===== src/rtl/jbse_pkg.sv =====
// ----------------------------------------------------------------------------
// jbse_pkg
// Types and codes shared by the jtag bit shift engine modules.
// ----------------------------------------------------------------------------
package jbse_pkg;

   localparam int unsigned OpWidth      = 2;
   localparam int unsigned PayloadWidth = 32;
   localparam int unsigned CountWidth   = 6;
   localparam int unsigned ModeWidth    = 2;
   localparam int unsigned ByteWidth    = 8;
   localparam int unsigned PosWidth     = 3;

   // longest data shift in bits
   localparam logic [CountWidth-1:0] ShiftMaxBits = CountWidth'(8);

   localparam logic [ByteWidth-1:0] AllZeros = 8'h00;
   localparam logic [ByteWidth-1:0] AllOnes  = 8'hFF;

   typedef enum logic [OpWidth-1:0] {
      OP_SHIFT = 2'd0,
      OP_WALK  = 2'd1,
      OP_FREE  = 2'd2,
      OP_TICK  = 2'd3
   } op_type;

   typedef enum logic [1:0] {
      JOB_IDLE  = 2'd0,
      JOB_SHIFT = 2'd1,
      JOB_WALK  = 2'd2,
      JOB_FREE  = 2'd3
   } job_type;

   localparam logic [ModeWidth-1:0] SEND_PAYLOAD = 2'd0;
   localparam logic [ModeWidth-1:0] SEND_ZEROS   = 2'd1;
   localparam logic [ModeWidth-1:0] SEND_ONES    = 2'd2;

   typedef struct packed {
      op_type                  operation;
      logic [PayloadWidth-1:0] payload;
      logic [CountWidth-1:0]   bit_count;
      logic [ModeWidth-1:0]    send_mode;
      logic                    capture;
      logic                    exit_on_last;
      logic                    tdo_level;
   } req_type;

   typedef struct packed {
      logic                 accepted;
      logic                 busy_res;
      logic                 tck_pulse;
      logic                 tdi_level;
      logic                 tms_level;
      logic                 tdo_valid;
      logic [ByteWidth-1:0] tdo_byte;
   } rsp_type;

endpackage


===== src/rtl/jtag_bit_shift_engine_core.sv =====
// ----------------------------------------------------------------------------
// jtag_bit_shift_engine_core
// JTAG master shift engine: command and tick transactions in, pin levels out.
// ----------------------------------------------------------------------------
// Takes one transaction per clock cycle while the output is not stalled. A
// transaction is registered on entry, the job state (shift word, clock
// counter, capture byte, held TDI/TMS levels) is updated from that register,
// and the result lands in an output register; a stalled output holds the
// job state. Rate is set by the update loop of the job state; the output
// register lets the next transaction enter while a result waits to be taken.
module jtag_bit_shift_engine_core #(
   parameter int unsigned TMS_PATTERN_BITS = 32,
   parameter int unsigned COUNT_BITS       = 32
) (
   input  logic                                 clock,
   input  logic                                 reset,
   input  logic                                 req_valid,
   output logic                                 req_stall,
   input  logic [jbse_pkg::OpWidth-1:0]         req_operation,
   input  logic [jbse_pkg::PayloadWidth-1:0]    req_payload,
   input  logic [jbse_pkg::CountWidth-1:0]      req_bit_count,
   input  logic [jbse_pkg::ModeWidth-1:0]       req_send_mode,
   input  logic                                 req_capture,
   input  logic                                 req_exit_on_last,
   input  logic                                 req_tdo_level,
   output logic                                 rsp_valid,
   input  logic                                 rsp_stall,
   output logic                                 rsp_accepted,
   output logic                                 rsp_busy_res,
   output logic                                 rsp_tck_pulse,
   output logic                                 rsp_tdi_level,
   output logic                                 rsp_tms_level,
   output logic                                 rsp_tdo_valid,
   output logic [jbse_pkg::ByteWidth-1:0]       rsp_tdo_byte
);
   import jbse_pkg::*;

   logic    in_valid_ff;
   req_type in_req_ff, in_req_in;
   logic    out_valid_ff;
   rsp_type out_rsp_ff;
   rsp_type step_rsp;
   logic    advance;
   logic    fire;

   assign advance   = !out_valid_ff || !rsp_stall;
   assign fire      = in_valid_ff && advance;
   assign req_stall = in_valid_ff && !advance;

   always_comb begin
      in_req_in.operation    = op_type'(req_operation);
      in_req_in.payload      = req_payload;
      in_req_in.bit_count    = req_bit_count;
      in_req_in.send_mode    = req_send_mode;
      in_req_in.capture      = req_capture;
      in_req_in.exit_on_last = req_exit_on_last;
      in_req_in.tdo_level    = req_tdo_level;
   end

   jbse_engine #(
      .TMS_PATTERN_BITS (TMS_PATTERN_BITS),
      .COUNT_BITS       (COUNT_BITS)
   ) u_engine (
      .clock (clock),
      .reset (reset),
      .fire  (fire),
      .req   (in_req_ff),
      .rsp   (step_rsp)
   );

   always_ff @(posedge clock) begin
      if (reset) begin
         in_valid_ff  <= 1'b0;
         out_valid_ff <= 1'b0;
      end else begin
         if (!req_stall) begin
            in_valid_ff <= req_valid;
         end
         if (advance) begin
            out_valid_ff <= in_valid_ff;
         end
      end
   end

   // payload registers, no reset needed
   always_ff @(posedge clock) begin
      if (req_valid && !req_stall) begin
         in_req_ff <= in_req_in;
      end
      if (fire) begin
         out_rsp_ff <= step_rsp;
      end
   end

   assign rsp_valid     = out_valid_ff;
   assign rsp_accepted  = out_rsp_ff.accepted;
   assign rsp_busy_res  = out_rsp_ff.busy_res;
   assign rsp_tck_pulse = out_rsp_ff.tck_pulse;
   assign rsp_tdi_level = out_rsp_ff.tdi_level;
   assign rsp_tms_level = out_rsp_ff.tms_level;
   assign rsp_tdo_valid = out_rsp_ff.tdo_valid;
   assign rsp_tdo_byte  = out_rsp_ff.tdo_byte;

endmodule


===== src/rtl/jbse_engine.sv =====
// ----------------------------------------------------------------------------
// jbse_engine
// Job state of the shift engine: loads commands and advances one bit per tick.
// ----------------------------------------------------------------------------
module jbse_engine #(
   parameter int unsigned TMS_PATTERN_BITS = 32,
   parameter int unsigned COUNT_BITS       = 32
) (
   input  logic              clock,
   input  logic              reset,
   input  logic              fire,
   input  jbse_pkg::req_type req,
   output jbse_pkg::rsp_type rsp
);
   import jbse_pkg::*;

   localparam int unsigned SW = TMS_PATTERN_BITS;
   localparam int unsigned CW = COUNT_BITS;

   logic [SW-1:0]        shift_word_ff,   shift_word_in;
   logic [CW-1:0]        clocks_left_ff,  clocks_left_in;
   job_type              job_kind_ff,     job_kind_in;
   logic [PosWidth-1:0]  bit_position_ff, bit_position_in;
   logic [ByteWidth-1:0] tdo_gather_ff,   tdo_gather_in;
   logic                 tdi_hold_ff,     tdi_hold_in;
   logic                 tms_hold_ff,     tms_hold_in;
   logic                 exit_flag_ff,    exit_flag_in;
   logic                 capture_flag_ff, capture_flag_in;

   logic [SW+PayloadWidth-1:0] payload_sw_ext;
   logic [CW+PayloadWidth-1:0] payload_cw_ext;
   logic [CW-1:0]              count_ext;
   logic [CW-1:0]              free_count;
   logic [CW-1:0]              walk_count;
   logic [CW-1:0]              shift_count;
   logic [ByteWidth-1:0]       tdi_byte;
   logic                       idle;
   logic                       last_bit;

   assign payload_sw_ext = {{SW{1'b0}}, req.payload};
   assign payload_cw_ext = {{CW{1'b0}}, req.payload};
   assign count_ext      = {{(CW-CountWidth){1'b0}}, req.bit_count};
   assign free_count     = payload_cw_ext[CW-1:0];
   assign idle           = (clocks_left_ff == '0);
   assign last_bit       = (clocks_left_ff == CW'(1));

   // saturate the shift and walk lengths
   assign shift_count = (req.bit_count > ShiftMaxBits) ? CW'(ShiftMaxBits) : count_ext;
   assign walk_count  = (count_ext > CW'(TMS_PATTERN_BITS)) ? CW'(TMS_PATTERN_BITS)
                                                            : count_ext;

   always_comb begin
      case (req.send_mode) inside
         SEND_PAYLOAD: tdi_byte = req.payload[ByteWidth-1:0];
         SEND_ZEROS:   tdi_byte = AllZeros;
         default:      tdi_byte = AllOnes;
      endcase
   end

   always_comb begin
      shift_word_in   = shift_word_ff;
      clocks_left_in  = clocks_left_ff;
      job_kind_in     = job_kind_ff;
      bit_position_in = bit_position_ff;
      tdo_gather_in   = tdo_gather_ff;
      tdi_hold_in     = tdi_hold_ff;
      tms_hold_in     = tms_hold_ff;
      exit_flag_in    = exit_flag_ff;
      capture_flag_in = capture_flag_ff;
      rsp             = '0;

      if (req.operation != OP_TICK) begin
         if (idle) begin
            rsp.accepted = 1'b1;
            unique case (req.operation)
               OP_SHIFT: begin
                  if (req.bit_count != '0) begin
                     shift_word_in   = {{(SW-ByteWidth){1'b0}}, tdi_byte};
                     clocks_left_in  = shift_count;
                     job_kind_in     = JOB_SHIFT;
                     bit_position_in = '0;
                     tdo_gather_in   = '0;
                     capture_flag_in = req.capture;
                     exit_flag_in    = req.exit_on_last;
                  end
               end
               OP_WALK: begin
                  if (req.bit_count != '0) begin
                     shift_word_in  = payload_sw_ext[SW-1:0];
                     clocks_left_in = walk_count;
                     job_kind_in    = JOB_WALK;
                  end
               end
               OP_FREE: begin
                  if (free_count != '0) begin
                     clocks_left_in = free_count;
                     job_kind_in    = JOB_FREE;
                  end
               end
               default: ;
            endcase
         end
      end else if (!idle) begin
         rsp.tck_pulse = 1'b1;
         if (job_kind_ff == JOB_SHIFT) begin
            tdi_hold_in   = shift_word_ff[0];
            shift_word_in = shift_word_ff >> 1;
            if (last_bit && exit_flag_ff) begin
               tms_hold_in = 1'b1;
            end
            if (capture_flag_ff) begin
               tdo_gather_in = tdo_gather_ff
                             | (ByteWidth'(req.tdo_level) << bit_position_ff);
            end
            bit_position_in = bit_position_ff + PosWidth'(1);
            if (last_bit && capture_flag_ff) begin
               rsp.tdo_valid = 1'b1;
               rsp.tdo_byte  = tdo_gather_in;
            end
         end else if (job_kind_ff == JOB_WALK) begin
            tms_hold_in   = shift_word_ff[0];
            shift_word_in = shift_word_ff >> 1;
         end
         clocks_left_in = clocks_left_ff - CW'(1);
         if (last_bit) begin
            job_kind_in = JOB_IDLE;
         end
      end

      rsp.busy_res  = (clocks_left_in != '0);
      rsp.tdi_level = tdi_hold_in;
      rsp.tms_level = tms_hold_in;
   end

   always_ff @(posedge clock) begin
      if (reset) begin
         shift_word_ff   <= '0;
         clocks_left_ff  <= '0;
         job_kind_ff     <= JOB_IDLE;
         bit_position_ff <= '0;
         tdo_gather_ff   <= '0;
         tdi_hold_ff     <= 1'b0;
         tms_hold_ff     <= 1'b0;
         exit_flag_ff    <= 1'b0;
         capture_flag_ff <= 1'b0;
      end else if (fire) begin
         shift_word_ff   <= shift_word_in;
         clocks_left_ff  <= clocks_left_in;
         job_kind_ff     <= job_kind_in;
         bit_position_ff <= bit_position_in;
         tdo_gather_ff   <= tdo_gather_in;
         tdi_hold_ff     <= tdi_hold_in;
         tms_hold_ff     <= tms_hold_in;
         exit_flag_ff    <= exit_flag_in;
         capture_flag_ff <= capture_flag_in;
      end
   end

endmodule

===== config.mk =====
export PLATFORM = sky130hd
export DESIGN_NAME = jtag_bit_shift_engine_core
export DESIGN_NICKNAME = d
export VERILOG_FILES = /design/src/rtl/jbse_pkg.sv /design/src/rtl/jtag_bit_shift_engine_core.sv /design/src/rtl/jbse_engine.sv
export SDC_FILE = /design/constraint.sdc
export NUM_CORES = 1
export LEC_CHECK = 0
export ABC_AREA = 1
export BUFFER_PORTS_ARGS = -buffer_cell sky130_fd_sc_hd__buf_2
export CAP_MARGIN = 10
export CORE_UTILIZATION = 55
export CTS_BUF_LIST = sky130_fd_sc_hd__clkbuf_16
export CTS_CLUSTER_DIAMETER = 200
export CTS_CLUSTER_SIZE = 8
export DETAILED_ROUTE_END_ITERATION = 10
export MAX_ROUTING_LAYER = met4
export PLACE_DENSITY_LB_ADDON = 0.3
export SLEW_MARGIN = 20
export SYNTH_ARGS = -nofsm -noshare
export SYNTH_HDL_FRONTEND = slang
export SYNTH_SLANG_ARGS = --single-unit

===== constraint.sdc =====
create_clock -name clock -period 2.7 [get_ports clock]
set_clock_uncertainty 0.1 [all_clocks]
set_input_delay 0.27 -clock clock [delete_from_list [all_inputs] [get_ports clock]]
set_output_delay 0.27 -clock clock [all_outputs]
set_load 0.01 [all_outputs]

==> flow_summary.toml <==
[timing]
layout_setup_ws_ps = 87.0
hold_ws_ps = 46.3
fin_crit_ps = 2610
report.final.hold_viol_count = 0
rsz0062_at_grt = "false"
setup_viol = 0
fmax_ghz = 0.383
maxSlewHeadroom = 0.514
drv_slew = 0
layout_worst_path_cycle_share = 0.968
totalNegativeSetupSlack_ps = 0
pin_slew_with_the_least_headroom_to_its_limit_ps = 729

[logic_synthesis]
ys_async_sr_fraction = 0
post_synthesis_share_of_cell_area_spent_on_and_or_nand_and_nor_gates = 0.296
synthDistinctLibCells = 35
synth_sequential_area_ratio = 0.430
edff_count_synth = 59
synth_xor_xnor_area_share = 0.0153
yosys_register_bits = 142
yosys.area_share.adder = 0.0219
synth_nets = 1158
synth_compound_gate_area_share = 0.150
synth.mux.area_fraction = 0.00125
synth.avg_cell_area_um2 = 7.30
synth.yosys.warnings = 0
synth_area_mm2 = 0.00799
synthCells = 1095
dominant_combinational_cell_family_by_area_after_synthesis = "simple AND/OR/NAND/NOR gates"
ys_dominant_reg_cell = "sky130_fd_sc_hd__dfxtp_1"

[global_routing]
grt_start_max_net_pins = 70
grt_pass1_vias = 7252
gr-usage-all-layers = 0.326
globalRouteOverflowTotal = 0
grt_first_pass_wirelength_um = 36000
antenna_found_initial = 1

[power_and_ir_drop]
comb_power_share = 0.183
p_leak_nw = 4.29
power.switching_fraction = 0.301
max-vdd-ir-drop_mv = 0.475
power_frac_clock = 0.388
power_switching_mw = 1.72
seq_power_share = 0.428
design_internal_power_mw = 3.99
power_density_mw_per_mm2 = 586

[finish]
drive_gt1_frac = 0.150
syn_to_final_growth_pct = 21.9
finalNonFillerCells = 1408
num-fill-cells = 1097
postLayoutCellArea_mm2 = 0.00974
final_nets = 1277

[die]
fp.dieW_um = 123
design.portCount = 65
core.rowCount = 43
die_height_um = 123
dieArea_mm2 = 0.0150
start_util = 0.569
design.core.area_mm2 = 0.0140

[cts]
cts_htree_levels = 4
clockBufferDepth = 2
clock_latency_on_the_worst_skew_pair_ps = 440
cts_root_buffer = "sky130_fd_sc_hd__clkbuf_16"
tritoncts = "done"
clock-sinks = 142
cts-buffers-inserted = 17
clk_pin_slew_ps = 60

[setup_path]
reg2reg_from = "u_engine.clocks_left_ff[10]"
crit_chain = "nor2_1 -> nand2_1 -> nor2_4 -> nand2_4 -> inv_1 -> nand2_2 -> ha_1 -> nand3_1 -> nor3_4 -> buf_12 -> o21ai_0 -> a31oi_1"
crit_arrival_ps = 2860
critPathSlowestCell = "sky130_fd_sc_hd__dfxtp_1"
criticalPathCategory = "reg2reg"
worst_setup_path_startpoint = "u_engine.clocks_left_ff[10]"
setup.worst_path.start_class = "register"
crit_path_max_fanout = 32
worstPathBufferInverterCount = 2
slowest_delay_ps = 350
worstPathRequired_ps = 2950
crit_path_end_kind = "register"
gate_family_responsible_for_the_most_delay_along_the_worst_path = "simple AND/OR/NAND/NOR gates"

[drt]
vias_per_cell = 5.58
overall_routed_net_length_um = 23100
drt-met1-wl_um = 9830
routed-via-count = 7854
wl_met3_um = 1980
drt_pass1_iterations = 6
top_layer = "met4"
wire_per_inst_um = 16.4
met2WireLength_um = 10600
first_iter_violations = 946
drt_antenna_net_count = 0
drc_errors = 0

[job]
max_cap_violations = 0

[place]
numPlacedInstances = 1323
dp.final_hpwl_um = 15100
numPortBuffers = 64
placedInstanceArea_mm2 = 0.00864
gp_congestion = 0.996
place_worst_setup_slack_ps = 164

[outcome]
outcome = "finished clean"

[min_path]
min-delay-path-class = "in2reg"
hold_start = "rsp_stall"
worst register-to-register path: cells and delay by family, from the launching register on:
kind	cells	cell delay, ps
DFF	1	350
adders and majority gates	1	300
AOI/OAI and AO/OA	2	340
buffers and inverters	2	300
and+or+nand+nor	7	1160
registers in the layout (all words and copies together), names as in the netlist:
name                      cells
rsp_valid                     1
u_engine.tdo_gather_ff        8
u_engine.tms_hold_ff          1
rsp_tms_level                 1
u_engine.job_kind_ff          2
rsp_tck_pulse                 1
rsp_tdo_valid                 1
rsp_accepted                  1
u_engine.shift_word_ff       32
u_engine.clocks_left_ff      32
rsp_busy_res                  1
u_engine.exit_flag_ff         1
in_req_ff                    45
u_engine.tdi_hold_ff          1
rsp_tdi_level                 1
u_engine.capture_flag_ff      1
in_valid_ff                   1
rsp_tdo_byte                  8
u_engine.bit_position_ff      3
metrics by stage:
stage	total power, mW	util
after global placement	3.42	0.615
final	5.71	0.693
after CTS	5.67	0.686
after floorplan	3.13	-
after detailed placement	3.43	0.615
after global routing	5.95	0.693
final timing paths:
| check | endpoint | depth (start not counted) | slack [ps] |
|---|---|---|---|
| worst max-delay path | u_engine.shift_word_ff[13] | 12 | 90 |
| worst min-delay path | rsp_valid | 3 | 50 |
| worst max register to register | u_engine.shift_word_ff[13] | 12 | 90 |
| worst min register to register | u_engine.tdo_gather_ff[0] | 2 | 350 |
metal layers:
| layer | up-vias | GRT usage |
|---|---|---|
| li1 | 3846 | - |
| met1 | 3588 | 0.411 |
| met2 | 380 | 0.505 |
| met3 | 40 | 0.0795 |
| met4 | 0 | 0.123 |
| met5 | - | - |
what timing repair did:
action | in CTS | in global routing
hold endpoints to repair | 45 | 0
hold buffers | 45 | 0
setup buffers | 0 | 5
setup endpoints to repair | 0 | 32
resized for setup | 0 | 6
power groups by stage:
| stage | registers, mW | clock network [mW] | logic [mW] |
|---|---|---|---|
| final | 2.45 | 2.22 | 1.05 |
| after global placement | 2.48 | 0 | 0.935 |
| after floorplan | 2.46 | 0 | 0.666 |
| after CTS | 2.44 | 2.22 | 1.01 |
| after detailed placement | 2.49 | 0 | 0.948 |
| after global routing | 2.46 | 2.33 | 1.16 |
cell families after synthesis:
logic type,after synthesis
adders and majority gates,14
xor gates and xnor gates,14
DFF,142
muxes,1
and+or+nand+nor,559
buffers and inverters,172
AOI/OAI and AO/OA,193
cell usage after synthesis (11+ instances only):
cell / number / area, µm²
sky130_fd_sc_hd__nand2_1: 261 / 980
sky130_fd_sc_hd__nor2_1: 165 / 619
sky130_fd_sc_hd__inv_1: 118 / 443
sky130_fd_sc_hd__dfxtp_1: 83 / 1660
sky130_fd_sc_hd__o21ai_0: 80 / 400
sky130_fd_sc_hd__nand3_1: 79 / 395
sky130_fd_sc_hd__edfxtp_1: 59 / 1770
sky130_fd_sc_hd__a21oi_1: 53 / 265
sky130_fd_sc_hd__clkbuf_1: 28 / 105
sky130_fd_sc_hd__nand4_1: 24 / 150
sky130_fd_sc_hd__o211ai_1: 19 / 143
sky130_fd_sc_hd__a211oi_2: 18 / 225
sky130_fd_sc_hd__ha_1: 14 / 175
sky130_fd_sc_hd__xor2_1: 14 / 123
sky130_fd_sc_hd__a31oi_1: 11 / 68.8
cell type report:
class / instances / area, µm² / area share
Antenna cell: 1 / 2.50 / 0.000257
Clock buffer: 17 / 425 / 0.0437
Clock inverter: 15 / 124 / 0.0127
Inverter: 120 / 450 / 0.0463
Multi-Input combinational cell: 782 / 3890 / 0.400
Sequential cell: 142 / 3430 / 0.353
Tap cell: 180 / 225 / 0.0231
Timing Repair Buffer: 151 / 1180 / 0.121
layout by cell type, fill, tap and decap left out, drive strengths merged, types with 2 or more instances in the layout:
cell / Yosys / routed
a211oi: 22 / 22
a21oi: 54 / 54
a31oi: 11 / 11
buf: 24 / 105
clkbuf: 28 / 18
clkinv: 0 / 8
clkinvlp: 0 / 2
dfxtp: 83 / 83
dlygate4sd3: 0 / 45
edfxtp: 59 / 59
ha: 14 / 14
inv: 120 / 124
nand2: 267 / 267
nand3: 79 / 79
nand3b: 3 / 3
nand4: 24 / 24
nor2: 177 / 178
nor3: 8 / 8
o211ai: 19 / 19
o21ai: 82 / 82
o21bai: 2 / 2
o22ai: 2 / 2
xor2: 14 / 14
Power figures use the tool's default switching activity.
